**src/rtl/foft_pkg.sv**
```systemverilog
// ----------------------------------------------------------------------------
// foft_pkg: shared definitions for the frequency ordered table
// sizes, operation and status codes, cell control and state structs
// ----------------------------------------------------------------------------
package foft_pkg;

    localparam int ENTRIES    = 16;
    localparam int COUNT_BITS = 16;
    localparam int IDX_W      = $clog2(ENTRIES);
    localparam int USED_W     = $clog2(ENTRIES + 1);

    // payload widths of the channels
    localparam int OP_W     = 2;
    localparam int KEY_W    = 8;
    localparam int RANK_W   = 4;
    localparam int STATUS_W = 2;
    localparam int POS_W    = 4;
    localparam int OCOUNT_W = 16;

    localparam logic [OP_W-1:0] OP_APPEND = 2'd0;
    localparam logic [OP_W-1:0] OP_LOCATE = 2'd1;

    localparam logic [STATUS_W-1:0] ST_OK        = 2'd0;
    localparam logic [STATUS_W-1:0] ST_FULL      = 2'd1;
    localparam logic [STATUS_W-1:0] ST_NOT_FOUND = 2'd2;
    localparam logic [STATUS_W-1:0] ST_NO_RANK   = 2'd3;

    typedef enum logic [2:0] {
        S_IDLE = 3'b001,
        S_FIND = 3'b010,
        S_MOVE = 3'b100
    } t_state;

    typedef struct packed {
        logic load;   // take the broadcast key and count
        logic shift;  // take the neighbor's key and count
    } t_cell_ctl;

    typedef struct packed {
        logic [KEY_W-1:0]      key;
        logic [COUNT_BITS-1:0] count;
        logic                  match;  // stored key equals broadcast key
        logic                  le;     // stored count <= broadcast count
    } t_cell_stat;

endpackage

```
**src/rtl/foft_if.sv**
```systemverilog
// ----------------------------------------------------------------------------
// foft_in_if / foft_out_if: valid-ready channels of the table
// request beats in, result beats out
// ----------------------------------------------------------------------------
interface foft_in_if;
    logic                          valid;
    logic                          ready;
    logic [foft_pkg::OP_W-1:0]     operation;
    logic [foft_pkg::KEY_W-1:0]    key;
    logic [foft_pkg::RANK_W-1:0]   rank;

    modport source (output valid, output operation, output key, output rank, input ready);
    modport sink   (input valid, input operation, input key, input rank, output ready);
endinterface

interface foft_out_if;
    logic                          valid;
    logic                          ready;
    logic [foft_pkg::STATUS_W-1:0] status;
    logic [foft_pkg::POS_W-1:0]    position;
    logic [foft_pkg::KEY_W-1:0]    entry_key;
    logic [foft_pkg::OCOUNT_W-1:0] entry_count;

    modport source (output valid, output status, output position, output entry_key,
                    output entry_count, input ready);
    modport sink   (input valid, input status, input position, input entry_key,
                    input entry_count, output ready);
endinterface

```
**src/rtl/foft_cell.sv**
```systemverilog
// ----------------------------------------------------------------------------
// foft_cell: one rank of the table
// holds a key and its count, compares against the broadcast, shifts down
// ----------------------------------------------------------------------------
module foft_cell (
    input  logic                                i_clk,
    input  foft_pkg::t_cell_ctl                 i_ctl,
    input  logic [foft_pkg::KEY_W-1:0]          i_prev_key,
    input  logic [foft_pkg::COUNT_BITS-1:0]     i_prev_count,
    input  logic [foft_pkg::KEY_W-1:0]          i_bcast_key,
    input  logic [foft_pkg::COUNT_BITS-1:0]     i_bcast_count,
    output foft_pkg::t_cell_stat                o_stat
);

    logic [foft_pkg::KEY_W-1:0]      r_key;
    logic [foft_pkg::COUNT_BITS-1:0] r_count;
    logic [foft_pkg::KEY_W-1:0]      n_key;
    logic [foft_pkg::COUNT_BITS-1:0] n_count;

    always_comb begin
        n_key   = r_key;
        n_count = r_count;
        if (i_ctl.load) begin
            n_key   = i_bcast_key;
            n_count = i_bcast_count;
        end else if (i_ctl.shift) begin
            n_key   = i_prev_key;
            n_count = i_prev_count;
        end
    end

    always_ff @(posedge i_clk) begin
        r_key   <= n_key;
        r_count <= n_count;
    end

    assign o_stat.key   = r_key;
    assign o_stat.count = r_count;
    assign o_stat.match = (r_key == i_bcast_key);
    assign o_stat.le    = (r_count <= i_bcast_count);

endmodule

```
**src/rtl/frequency_ordered_table_top.sv**
```systemverilog
// ----------------------------------------------------------------------------
// frequency_ordered_table_top: self-organizing table ordered by access count
// a chain of rank cells with a small sequencer for append, locate and read
// ----------------------------------------------------------------------------
// usage
//   i_in carries one request beat: operation, key, rank. o_out returns exactly
//   one result beat per request: status, position, entry_key, entry_count.
//   append and read are accepted in idle, then answered from the find state,
//   where the cells compare and the read is selected; locate of a present key
//   adds a move state: the insertion-point search against the incremented
//   count followed by the shift of the cell chain.
//   one request is in flight at a time: a new one is accepted only once
//   the sequencer has walked the cell chain back to idle.
//   a finished result sits in the output register; i_in.ready is high in
//   idle when that register is empty or is being drained in the same cycle,
//   so a stalled receiver holds off new requests but loses nothing.
//   reset (synchronous, active low) empties the table and the output
//   register; cell contents are left as they are and never read until an
//   append writes them.
// ----------------------------------------------------------------------------
module frequency_ordered_table_top (
    input  logic              i_clk,
    input  logic              i_rst_n,
    foft_in_if.sink           i_in,
    foft_out_if.source        o_out
);

    localparam int N = foft_pkg::ENTRIES;

    // sequencer and request registers
    foft_pkg::t_state                r_state, n_state;
    logic [foft_pkg::OP_W-1:0]       r_op;
    logic [foft_pkg::KEY_W-1:0]      r_key;
    logic [foft_pkg::RANK_W-1:0]     r_rank;
    logic [foft_pkg::USED_W-1:0]     r_used, n_used;

    // locate hit, carried from the compare cycle to the move cycle
    logic [N-1:0]                    r_hit_oh, n_hit_oh;
    logic [foft_pkg::IDX_W-1:0]      r_hit_idx, n_hit_idx;
    logic [foft_pkg::COUNT_BITS-1:0] r_cnt, n_cnt;

    // output register
    logic                            r_out_valid, n_out_valid;
    logic [foft_pkg::STATUS_W-1:0]   r_status, n_status;
    logic [foft_pkg::POS_W-1:0]      r_pos, n_pos;
    logic [foft_pkg::KEY_W-1:0]      r_okey, n_okey;
    logic [foft_pkg::OCOUNT_W-1:0]   r_ocnt, n_ocnt;

    // cell chain
    foft_pkg::t_cell_ctl             cell_ctl  [N];
    foft_pkg::t_cell_stat            cell_stat [N];
    logic [foft_pkg::COUNT_BITS-1:0] bcast_count;

    logic                            in_fire;
    logic                            out_fire;
    logic [N-1:0]                    occ;
    logic [N-1:0]                    hit_vec;
    logic [N-1:0]                    hit_first;
    logic [foft_pkg::IDX_W-1:0]      hit_idx;
    logic [foft_pkg::COUNT_BITS-1:0] hit_cnt;
    logic [N-1:0]                    cand;
    logic [N-1:0]                    ins_oh;
    logic [foft_pkg::IDX_W-1:0]      ins_idx;
    logic [foft_pkg::KEY_W-1:0]      rd_key;
    logic [foft_pkg::COUNT_BITS-1:0] rd_cnt;
    logic                            table_full;
    logic                            rank_ok;
    logic [N-1:0]                    load_vec;
    logic [N-1:0]                    shift_vec;

    assign out_fire   = o_out.valid & o_out.ready;
    assign i_in.ready = (r_state == foft_pkg::S_IDLE) & (~r_out_valid | o_out.ready);
    assign in_fire    = i_in.valid & i_in.ready;

    assign table_full  = (r_used == foft_pkg::USED_W'(N));
    assign rank_ok     = (int'(r_rank) < int'(r_used));
    // zero for append, the incremented count when moving a located entry
    assign bcast_count = (r_state == foft_pkg::S_MOVE) ? r_cnt : '0;

    // per-rank decode: occupancy, matches, read selection, insertion point
    always_comb begin
        rd_key  = '0;
        rd_cnt  = '0;
        hit_cnt = '0;
        hit_idx = '0;
        ins_idx = '0;
        for (int i = 0; i < N; i++) begin
            occ[i]     = (foft_pkg::USED_W'(i) < r_used);
            hit_vec[i] = cell_stat[i].match & occ[i];
            if (int'(r_rank) == i) begin
                rd_key = cell_stat[i].key;
                rd_cnt = cell_stat[i].count;
            end
        end
        // highest-ranked match: lowest set bit
        hit_first = hit_vec & (~hit_vec + 1'b1);
        for (int i = 0; i < N; i++) begin
            if (hit_first[i]) begin
                hit_idx = foft_pkg::IDX_W'(i);
                hit_cnt = cell_stat[i].count;
            end
            // entries ahead of the hit whose count is now <= the new count
            cand[i] = (cell_stat[i].le & (foft_pkg::IDX_W'(i) < r_hit_idx)) | r_hit_oh[i];
        end
        ins_oh = cand & (~cand + 1'b1);
        for (int i = 0; i < N; i++) begin
            if (ins_oh[i]) begin
                ins_idx = foft_pkg::IDX_W'(i);
            end
        end
    end

    // cell controls
    always_comb begin
        for (int i = 0; i < N; i++) begin
            load_vec[i]  = 1'b0;
            shift_vec[i] = 1'b0;
            if (r_state == foft_pkg::S_FIND && r_op == foft_pkg::OP_APPEND && !table_full) begin
                load_vec[i] = (int'(r_used) == i);
            end else if (r_state == foft_pkg::S_MOVE) begin
                load_vec[i]  = ins_oh[i];
                shift_vec[i] = (foft_pkg::IDX_W'(i) > ins_idx) &
                               (foft_pkg::IDX_W'(i) <= r_hit_idx);
            end
            cell_ctl[i].load  = load_vec[i];
            cell_ctl[i].shift = shift_vec[i];
        end
    end

    // sequencer
    always_comb begin
        n_state     = r_state;
        n_used      = r_used;
        n_hit_oh    = r_hit_oh;
        n_hit_idx   = r_hit_idx;
        n_cnt       = r_cnt;
        n_out_valid = r_out_valid & ~out_fire;
        n_status    = r_status;
        n_pos       = r_pos;
        n_okey      = r_okey;
        n_ocnt      = r_ocnt;
        case (r_state)
            foft_pkg::S_IDLE: begin
                if (in_fire) begin
                    n_state = foft_pkg::S_FIND;
                end
            end
            foft_pkg::S_FIND: begin
                n_state = foft_pkg::S_IDLE;
                n_okey  = r_key;
                n_ocnt  = '0;
                n_pos   = '0;
                if (r_op == foft_pkg::OP_APPEND) begin
                    n_out_valid = 1'b1;
                    if (table_full) begin
                        n_status = foft_pkg::ST_FULL;
                    end else begin
                        n_status = foft_pkg::ST_OK;
                        n_pos    = foft_pkg::POS_W'(r_used);
                        n_used   = r_used + 1'b1;
                    end
                end else if (r_op == foft_pkg::OP_LOCATE) begin
                    if (|hit_vec) begin
                        // saturating count bump, move happens next cycle
                        n_state   = foft_pkg::S_MOVE;
                        n_hit_oh  = hit_first;
                        n_hit_idx = hit_idx;
                        n_cnt     = (&hit_cnt) ? hit_cnt : hit_cnt + 1'b1;
                    end else begin
                        n_out_valid = 1'b1;
                        n_status    = foft_pkg::ST_NOT_FOUND;
                    end
                end else begin
                    // upper operation bit selects read
                    n_out_valid = 1'b1;
                    n_pos       = foft_pkg::POS_W'(r_rank);
                    if (rank_ok) begin
                        n_status = foft_pkg::ST_OK;
                        n_okey   = rd_key;
                        n_ocnt   = foft_pkg::OCOUNT_W'(rd_cnt);
                    end else begin
                        n_status = foft_pkg::ST_NO_RANK;
                        n_okey   = '0;
                    end
                end
            end
            foft_pkg::S_MOVE: begin
                n_state     = foft_pkg::S_IDLE;
                n_out_valid = 1'b1;
                n_status    = foft_pkg::ST_OK;
                n_pos       = foft_pkg::POS_W'(ins_idx);
                n_okey      = r_key;
                n_ocnt      = foft_pkg::OCOUNT_W'(r_cnt);
            end
            default: begin
                n_state = foft_pkg::S_IDLE;
            end
        endcase
    end

    always_ff @(posedge i_clk) begin
        if (!i_rst_n) begin
            r_state     <= foft_pkg::S_IDLE;
            r_used      <= '0;
            r_out_valid <= 1'b0;
        end else begin
            r_state     <= n_state;
            r_used      <= n_used;
            r_out_valid <= n_out_valid;
        end
    end

    // payload, no reset needed
    always_ff @(posedge i_clk) begin
        if (in_fire) begin
            r_op   <= i_in.operation;
            r_key  <= i_in.key;
            r_rank <= i_in.rank;
        end
        r_hit_oh  <= n_hit_oh;
        r_hit_idx <= n_hit_idx;
        r_cnt     <= n_cnt;
        r_status  <= n_status;
        r_pos     <= n_pos;
        r_okey    <= n_okey;
        r_ocnt    <= n_ocnt;
    end

    // rank cells, each fed by the rank above it
    for (genvar g = 0; g < N; g++) begin : g_cell
        logic [foft_pkg::KEY_W-1:0]      prev_key;
        logic [foft_pkg::COUNT_BITS-1:0] prev_count;
        if (g == 0) begin : g_head
            assign prev_key   = '0;
            assign prev_count = '0;
        end else begin : g_link
            assign prev_key   = cell_stat[g-1].key;
            assign prev_count = cell_stat[g-1].count;
        end
        foft_cell u_cell (
            .i_clk         (i_clk),
            .i_ctl         (cell_ctl[g]),
            .i_prev_key    (prev_key),
            .i_prev_count  (prev_count),
            .i_bcast_key   (r_key),
            .i_bcast_count (bcast_count),
            .o_stat        (cell_stat[g])
        );
    end

    assign o_out.valid       = r_out_valid;
    assign o_out.status      = r_status;
    assign o_out.position    = r_pos;
    assign o_out.entry_key   = r_okey;
    assign o_out.entry_count = r_ocnt;

`ifndef SYNTHESIS
    // result slot is empty whenever a locate is being moved
    a_move_slot_free: assert property (@(posedge i_clk) disable iff (!i_rst_n)
        (r_state == foft_pkg::S_MOVE) |-> !r_out_valid)
        else $error("output register busy during move");

    // a move always produces its result in the following cycle
    a_move_result: assert property (@(posedge i_clk) disable iff (!i_rst_n)
        (r_state == foft_pkg::S_MOVE) |=> (r_out_valid && r_status == foft_pkg::ST_OK))
        else $error("move did not deliver a result");

    // at most one cell takes the broadcast entry
    a_single_load: assert property (@(posedge i_clk) disable iff (!i_rst_n)
        $onehot0(load_vec))
        else $error("more than one cell loaded");

    // the located entry is a single occupied rank
    a_hit_onehot: assert property (@(posedge i_clk) disable iff (!i_rst_n)
        (r_state == foft_pkg::S_MOVE) |-> ($onehot(r_hit_oh) && (r_hit_oh & ~occ) == '0))
        else $error("bad located entry");

    // fill count never passes the table size
    a_used_bound: assert property (@(posedge i_clk) disable iff (!i_rst_n)
        r_used <= foft_pkg::USED_W'(N))
        else $error("fill count overflow");
`endif

endmodule

```
**src/flat_wrapper.sv**
```systemverilog
// flat-port wrapper written by rule: the top's interface ports become plain ports
module frequency_ordered_table_top_flat 
  (i_clk, i_rst_n, i_in_valid, i_in_operation, i_in_key, i_in_rank, i_in_ready, o_out_valid, o_out_status, o_out_position, o_out_entry_key, o_out_entry_count, o_out_ready);
  foft_in_if i_in_i ();
  foft_out_if o_out_i ();
  input  logic i_clk;
  input  logic i_rst_n;
  input wire logic [$bits(i_in_i.valid)-1:0] i_in_valid;
  input wire logic [$bits(i_in_i.operation)-1:0] i_in_operation;
  input wire logic [$bits(i_in_i.key)-1:0] i_in_key;
  input wire logic [$bits(i_in_i.rank)-1:0] i_in_rank;
  output wire logic [$bits(i_in_i.ready)-1:0] i_in_ready;
  output wire logic [$bits(o_out_i.valid)-1:0] o_out_valid;
  output wire logic [$bits(o_out_i.status)-1:0] o_out_status;
  output wire logic [$bits(o_out_i.position)-1:0] o_out_position;
  output wire logic [$bits(o_out_i.entry_key)-1:0] o_out_entry_key;
  output wire logic [$bits(o_out_i.entry_count)-1:0] o_out_entry_count;
  input wire logic [$bits(o_out_i.ready)-1:0] o_out_ready;
  assign i_in_i.valid = i_in_valid;
  assign i_in_i.operation = i_in_operation;
  assign i_in_i.key = i_in_key;
  assign i_in_i.rank = i_in_rank;
  assign i_in_ready = i_in_i.ready;
  assign o_out_valid = o_out_i.valid;
  assign o_out_status = o_out_i.status;
  assign o_out_position = o_out_i.position;
  assign o_out_entry_key = o_out_i.entry_key;
  assign o_out_entry_count = o_out_i.entry_count;
  assign o_out_i.ready = o_out_ready;
  frequency_ordered_table_top u_core (.i_clk(i_clk), .i_rst_n(i_rst_n), .i_in(i_in_i), .o_out(o_out_i));
endmodule
```
**config.mk**
```make
export PLATFORM = sky130hd
export DESIGN_NAME = frequency_ordered_table_top_flat
export DESIGN_NICKNAME = d
export VERILOG_FILES = /design/src/rtl/foft_pkg.sv /design/src/rtl/foft_if.sv /design/src/rtl/foft_cell.sv /design/src/rtl/frequency_ordered_table_top.sv /design/src/flat_wrapper.sv
export SDC_FILE = /design/constraint.sdc
export NUM_CORES = 2
export LEC_CHECK = 0
export ABC_AREA = 1
export BUFFER_PORTS_ARGS = -buffer_cell sky130_fd_sc_hd__buf_4
export CELL_PAD_IN_SITES_DETAIL_PLACEMENT = 1
export CELL_PAD_IN_SITES_GLOBAL_PLACEMENT = 2
export CORE_MARGIN = 10
export CORE_UTILIZATION = 25
export DETAILED_ROUTE_END_ITERATION = 7
export PLACE_DENSITY_LB_ADDON = 0.1
export REMOVE_ABC_BUFFERS = 1
export SLEW_MARGIN = 20
export SYNTH_ARGS = -nofsm -noshare
export SYNTH_HDL_FRONTEND = slang
export SYNTH_SLANG_ARGS = --single-unit
```
**constraint.sdc**
```tcl
create_clock -name i_clk -period 10.5 [get_ports i_clk]
set_clock_uncertainty 0.1 [all_clocks]
set_input_delay 1.575 -clock i_clk [delete_from_list [all_inputs] [get_ports i_clk]]
set_output_delay 1.575 -clock i_clk [all_outputs]
set_load 0.005 [all_outputs]
```
==> out/metrics.cfg <==
[synth]
synth-async-reset-ratio_pct=0
synth_edf_count=464
synthAdderAreaFrac_pct=9.09
synthCells=4406
yosysSeqAreaShare_pct=41.2
postSynthAreaPerCell_um2=7.78
synthMuxAreaShare_pct=0
synth_area_um2=34300
synth-compound-area-share_pct=14.5
synthTopCellsByCount=nand2_1, o21ai_0, edfxtp_1
yosys_warnings=0
synth_top_family_by_area=simple AND/OR/NAND/NOR gates
synthTopCellsByArea=edfxtp_1, nand2_1, ha_1, o21ai_0, inv_1
synthFlopType=edfxtp_1
synth_top_area_share_pct=40.7
synth_cell_type_count=67
synth_xor_area_share_pct=1.02
yosys.cell_count.top_type=nand2_1
synth_largest_area_cell=edfxtp_1
ys_ff_latch=473
synth-simple-area-share_pct=26.3

[critical_path]
cpMostUsedCell=nand2_1
cpLargestDelayFamily=simple AND/OR/NAND/NOR gates
worstPathArrival_ps=7210
endpoint_kind=flip-flop
worstPathMaxFanout=27
crit_slowest_cell=nand2_1
slowest_delay_ps=1080
worstPathCellList=inv_1, nor3_2, buf_4, nand2_1, inv_1, buf_4, ha_1, inv_1, a21oi_1, o31ai_1, nand2_1, nand3_1, nand2_1, nand2_1, nand2_1, nand2_1, nand2_1, nor2_1, nand2_1, inv_1, nand3_1, o21ai_2, clkinv_1, nand2_1
regToRegStartpoint=u_core.r_state[2]$_SDFFE_PN0P_
r2r_end=u_core.g_cell[6].u_cell.r_count[10]$_DFFE_PP_
r2r_slack_ps=3440
cp.buffers_inverters=7
startpoint_type=flip-flop
critical_path_required_ps=10650
reg2regPathDepth=24
cp_num_cells=24
critical_path_class=flip-flop to flip-flop

[layout]
fin_area_um2=39100
area_delta_synth_final_pct=14.3
nets=4709
drive_gt1_share_pct=8.69
diodes=0
fin_util_pct=28.8

[timing]
final.setup.tns_ps=0
hold_viol_final=0
maxClockFrequency_mhz=142
fin_ws_ps=3440
tightestPinTransition_ps=1140
period_minus_slack_ps=7060
finalMaxSlewViolations=0
setup_violations=0
rsz0062_at_grt=false
fin_crit_sh_pct=67.2
maxSlewHeadroom_pct=23.7
whs_ps=490

[grt]
grt_max_degree=50
first_global_vias=31773
antenna_found_initial=6
grt_pass1_wl_um=238000
grt_use_total_pct=21.5
overflow=0

[placed_design]
gp_congestion=0.843
portBuffers=49
dp_hpwl_um=130000
dpl_cell_area_um2=36800
place_ws_ps=3500

[power_and_ir_drop]
p_seq_share_pct=41.6
p_sw_uw=1310
p_comb_share_pct=7.9
power.leakage_uw=0.0162
p_int_uw=3680
p_clk_share_pct=50.5
vdd_drop_max_uv=93.9
switching_share_pct=26.2
p_per_area_nw_per_um2=127

[min_path]
hold-path-endpoint=u_core.g_cell[14].u_cell.r_count[0]$_DFFE_PP_
hold_start=u_core.g_cell[13].u_cell.r_count[0]$_DFFE_PP_
holdPathStages=2
min_path_type=flip-flop to flip-flop

[clock_network]
cts.repair.resized=0
cts_setup_buffers=0
h-tree-depth=3
cts_root_buf=clkbuf_16
tritoncts=yes
cts_buffer_depth=3
cts_hold_buf=0
cts_num_sinks=473
clkSlewWorstSetupHoldPaths_ps=60
worst_skew_pair.late_latency_ps=660
cts_buffers=72

[route]
dr.pass1.iters=5
wl_um=167000
drt_iter0_markers=2083
wl_per_cell_um=26.6
ant_nets=0
drc=0
detail_route.vias_per_cell=4.95
vias=31071

[floorplan]
pin_count=50
fp-row-count=135
start_util_pct=25.2
coreArea_um2=136000
fp.dieArea_um2=152000
die_y_um=390
die_w_um=390

[flow_run]
cap_violations=0

[status]
outcome=finished, final reports clean

## kinds of logic after synthesis
kind of cell / count (synthesis)
AND/OR/NAND/NOR: 2096
XOR/XNOR: 39
buffers and inverters: 661
AO/OA/AOI/OAI: 888
flip-flops: 473
adder cells (fa/ha/maj): 249
## sequential cells by signal, indices dropped and copies added (netlist names)
register and count:
u_core.r_cnt 16, u_core.o_out.entry_count 16, u_core.o_out.valid 1, u_core.r_op 2, u_core.o_out.entry_key 8, u_core.o_out.position 4
u_core.r_hit_idx 4, u_core.o_out.status 2, u_core.r_hit_oh 16, u_core.g_cell.u_cell.r_count 256, u_core.r_rank 4, u_core.r_state 3
u_core.r_key 8, u_core.r_used 5, u_core.g_cell.u_cell.r_key 128
## tightest hold or removal path: stages (launching register included)
cell and delay, ps:
edfxtp_1 360, nand2_1 60, o21ai_0 60
## worst max-delay path by stage
| stage | startpoint | endpoint | slack [ps] |
|---|---|---|---|
| after detailed placement | u_core.r_state[0]$_SDFFE_PN1P_ | u_core.g_cell[6].u_cell.r_count[13]$_DFFE_PP_ | 3500 |
| after global routing | u_core.r_state[2]$_SDFFE_PN0P_ | u_core.g_cell[6].u_cell.r_count[10]$_DFFE_PP_ | 2890 |
| after CTS | u_core.r_state[2]$_SDFFE_PN0P_ | u_core.g_cell[6].u_cell.r_count[10]$_DFFE_PP_ | 3450 |
| final | u_core.r_state[2]$_SDFFE_PN0P_ | u_core.g_cell[6].u_cell.r_count[10]$_DFFE_PP_ | 3440 |
| after floorplan | u_core.r_state[2]$_SDFFE_PN0P_ | u_core.g_cell[10].u_cell.r_count[0]$_DFFE_PP_ | 1540 |
| after global placement | u_core.r_state[2]$_SDFFE_PN0P_ | u_core.g_cell[6].u_cell.r_count[11]$_DFFE_PP_ | 3660 |
## through the flow
stage          power [uW]  instances
2_1_floorplan        2300       4231
3_3_place_gp         2510       6149
3_5_place_dp         2510       6149
4_1_cts              5050       6278
5_1_grt              5140       6278
6_report             4990       6278
## cells in the final DEF (no fill, tap or decap), drive strengths merged, types with 2 or more instances in the layout
cell type	n
o21a	8
xor2	6
clkbuf	96
nand4	107
o21bai	14
buf	137
o221ai	25
a31oi	4
bufinv	6
o211ai	27
edfxtp	464
dfxtp	9
a21oi	206
a221oi	18
nand3b	2
nor3	57
o221a	2
o32ai	2
ha	249
nor4	10
o2111ai	23
nor2	386
o22ai	27
nor3b	3
a211oi	9
o31ai	7
inv	478
xnor2	33
nand2	1335
o21ai	505
or2	9
a21boi	6
nand3	182
a32oi	2
clkinv	35
## routing by layer
| metal | track usage (%) | wire length, um | vias up |
|---|---|---|---|
| met3 | 2.63 | 5930 | 166 |
| met2 | 35.7 | 77600 | 573 |
| met1 | 29.7 | 79700 | 15249 |
| met4 | 4.85 | 3710 | 0 |
| met5 | 0 | 0 | - |
| li1 | - | - | 15083 |
## layout make-up
| cell class | instances | area [um2] |
|---|---|---|
| Clock inverter | 33 | 307 |
| Timing Repair Buffer | 137 | 1030 |
| Sequential cell | 473 | 14100 |
| Clock buffer | 96 | 2060 |
| Inverter | 486 | 1840 |
| Multi-Input combinational cell | 3272 | 17600 |
| Tap cell | 1781 | 2230 |
| Fill cell | 16258 | 96700 |
## power groups by stage
| stage | Clock [uW] | Combinational [uW] | Sequential [uW] |
|---|---|---|---|
| floorplan | 0 | 177 | 2120 |
| global placement | 0 | 394 | 2110 |
| detailed placement | 0 | 393 | 2110 |
| CTS | 2590 | 395 | 2070 |
| global route | 2640 | 427 | 2070 |
| finish | 2520 | 394 | 2070 |
Note: power is estimated with default switching activity, not from simulation.
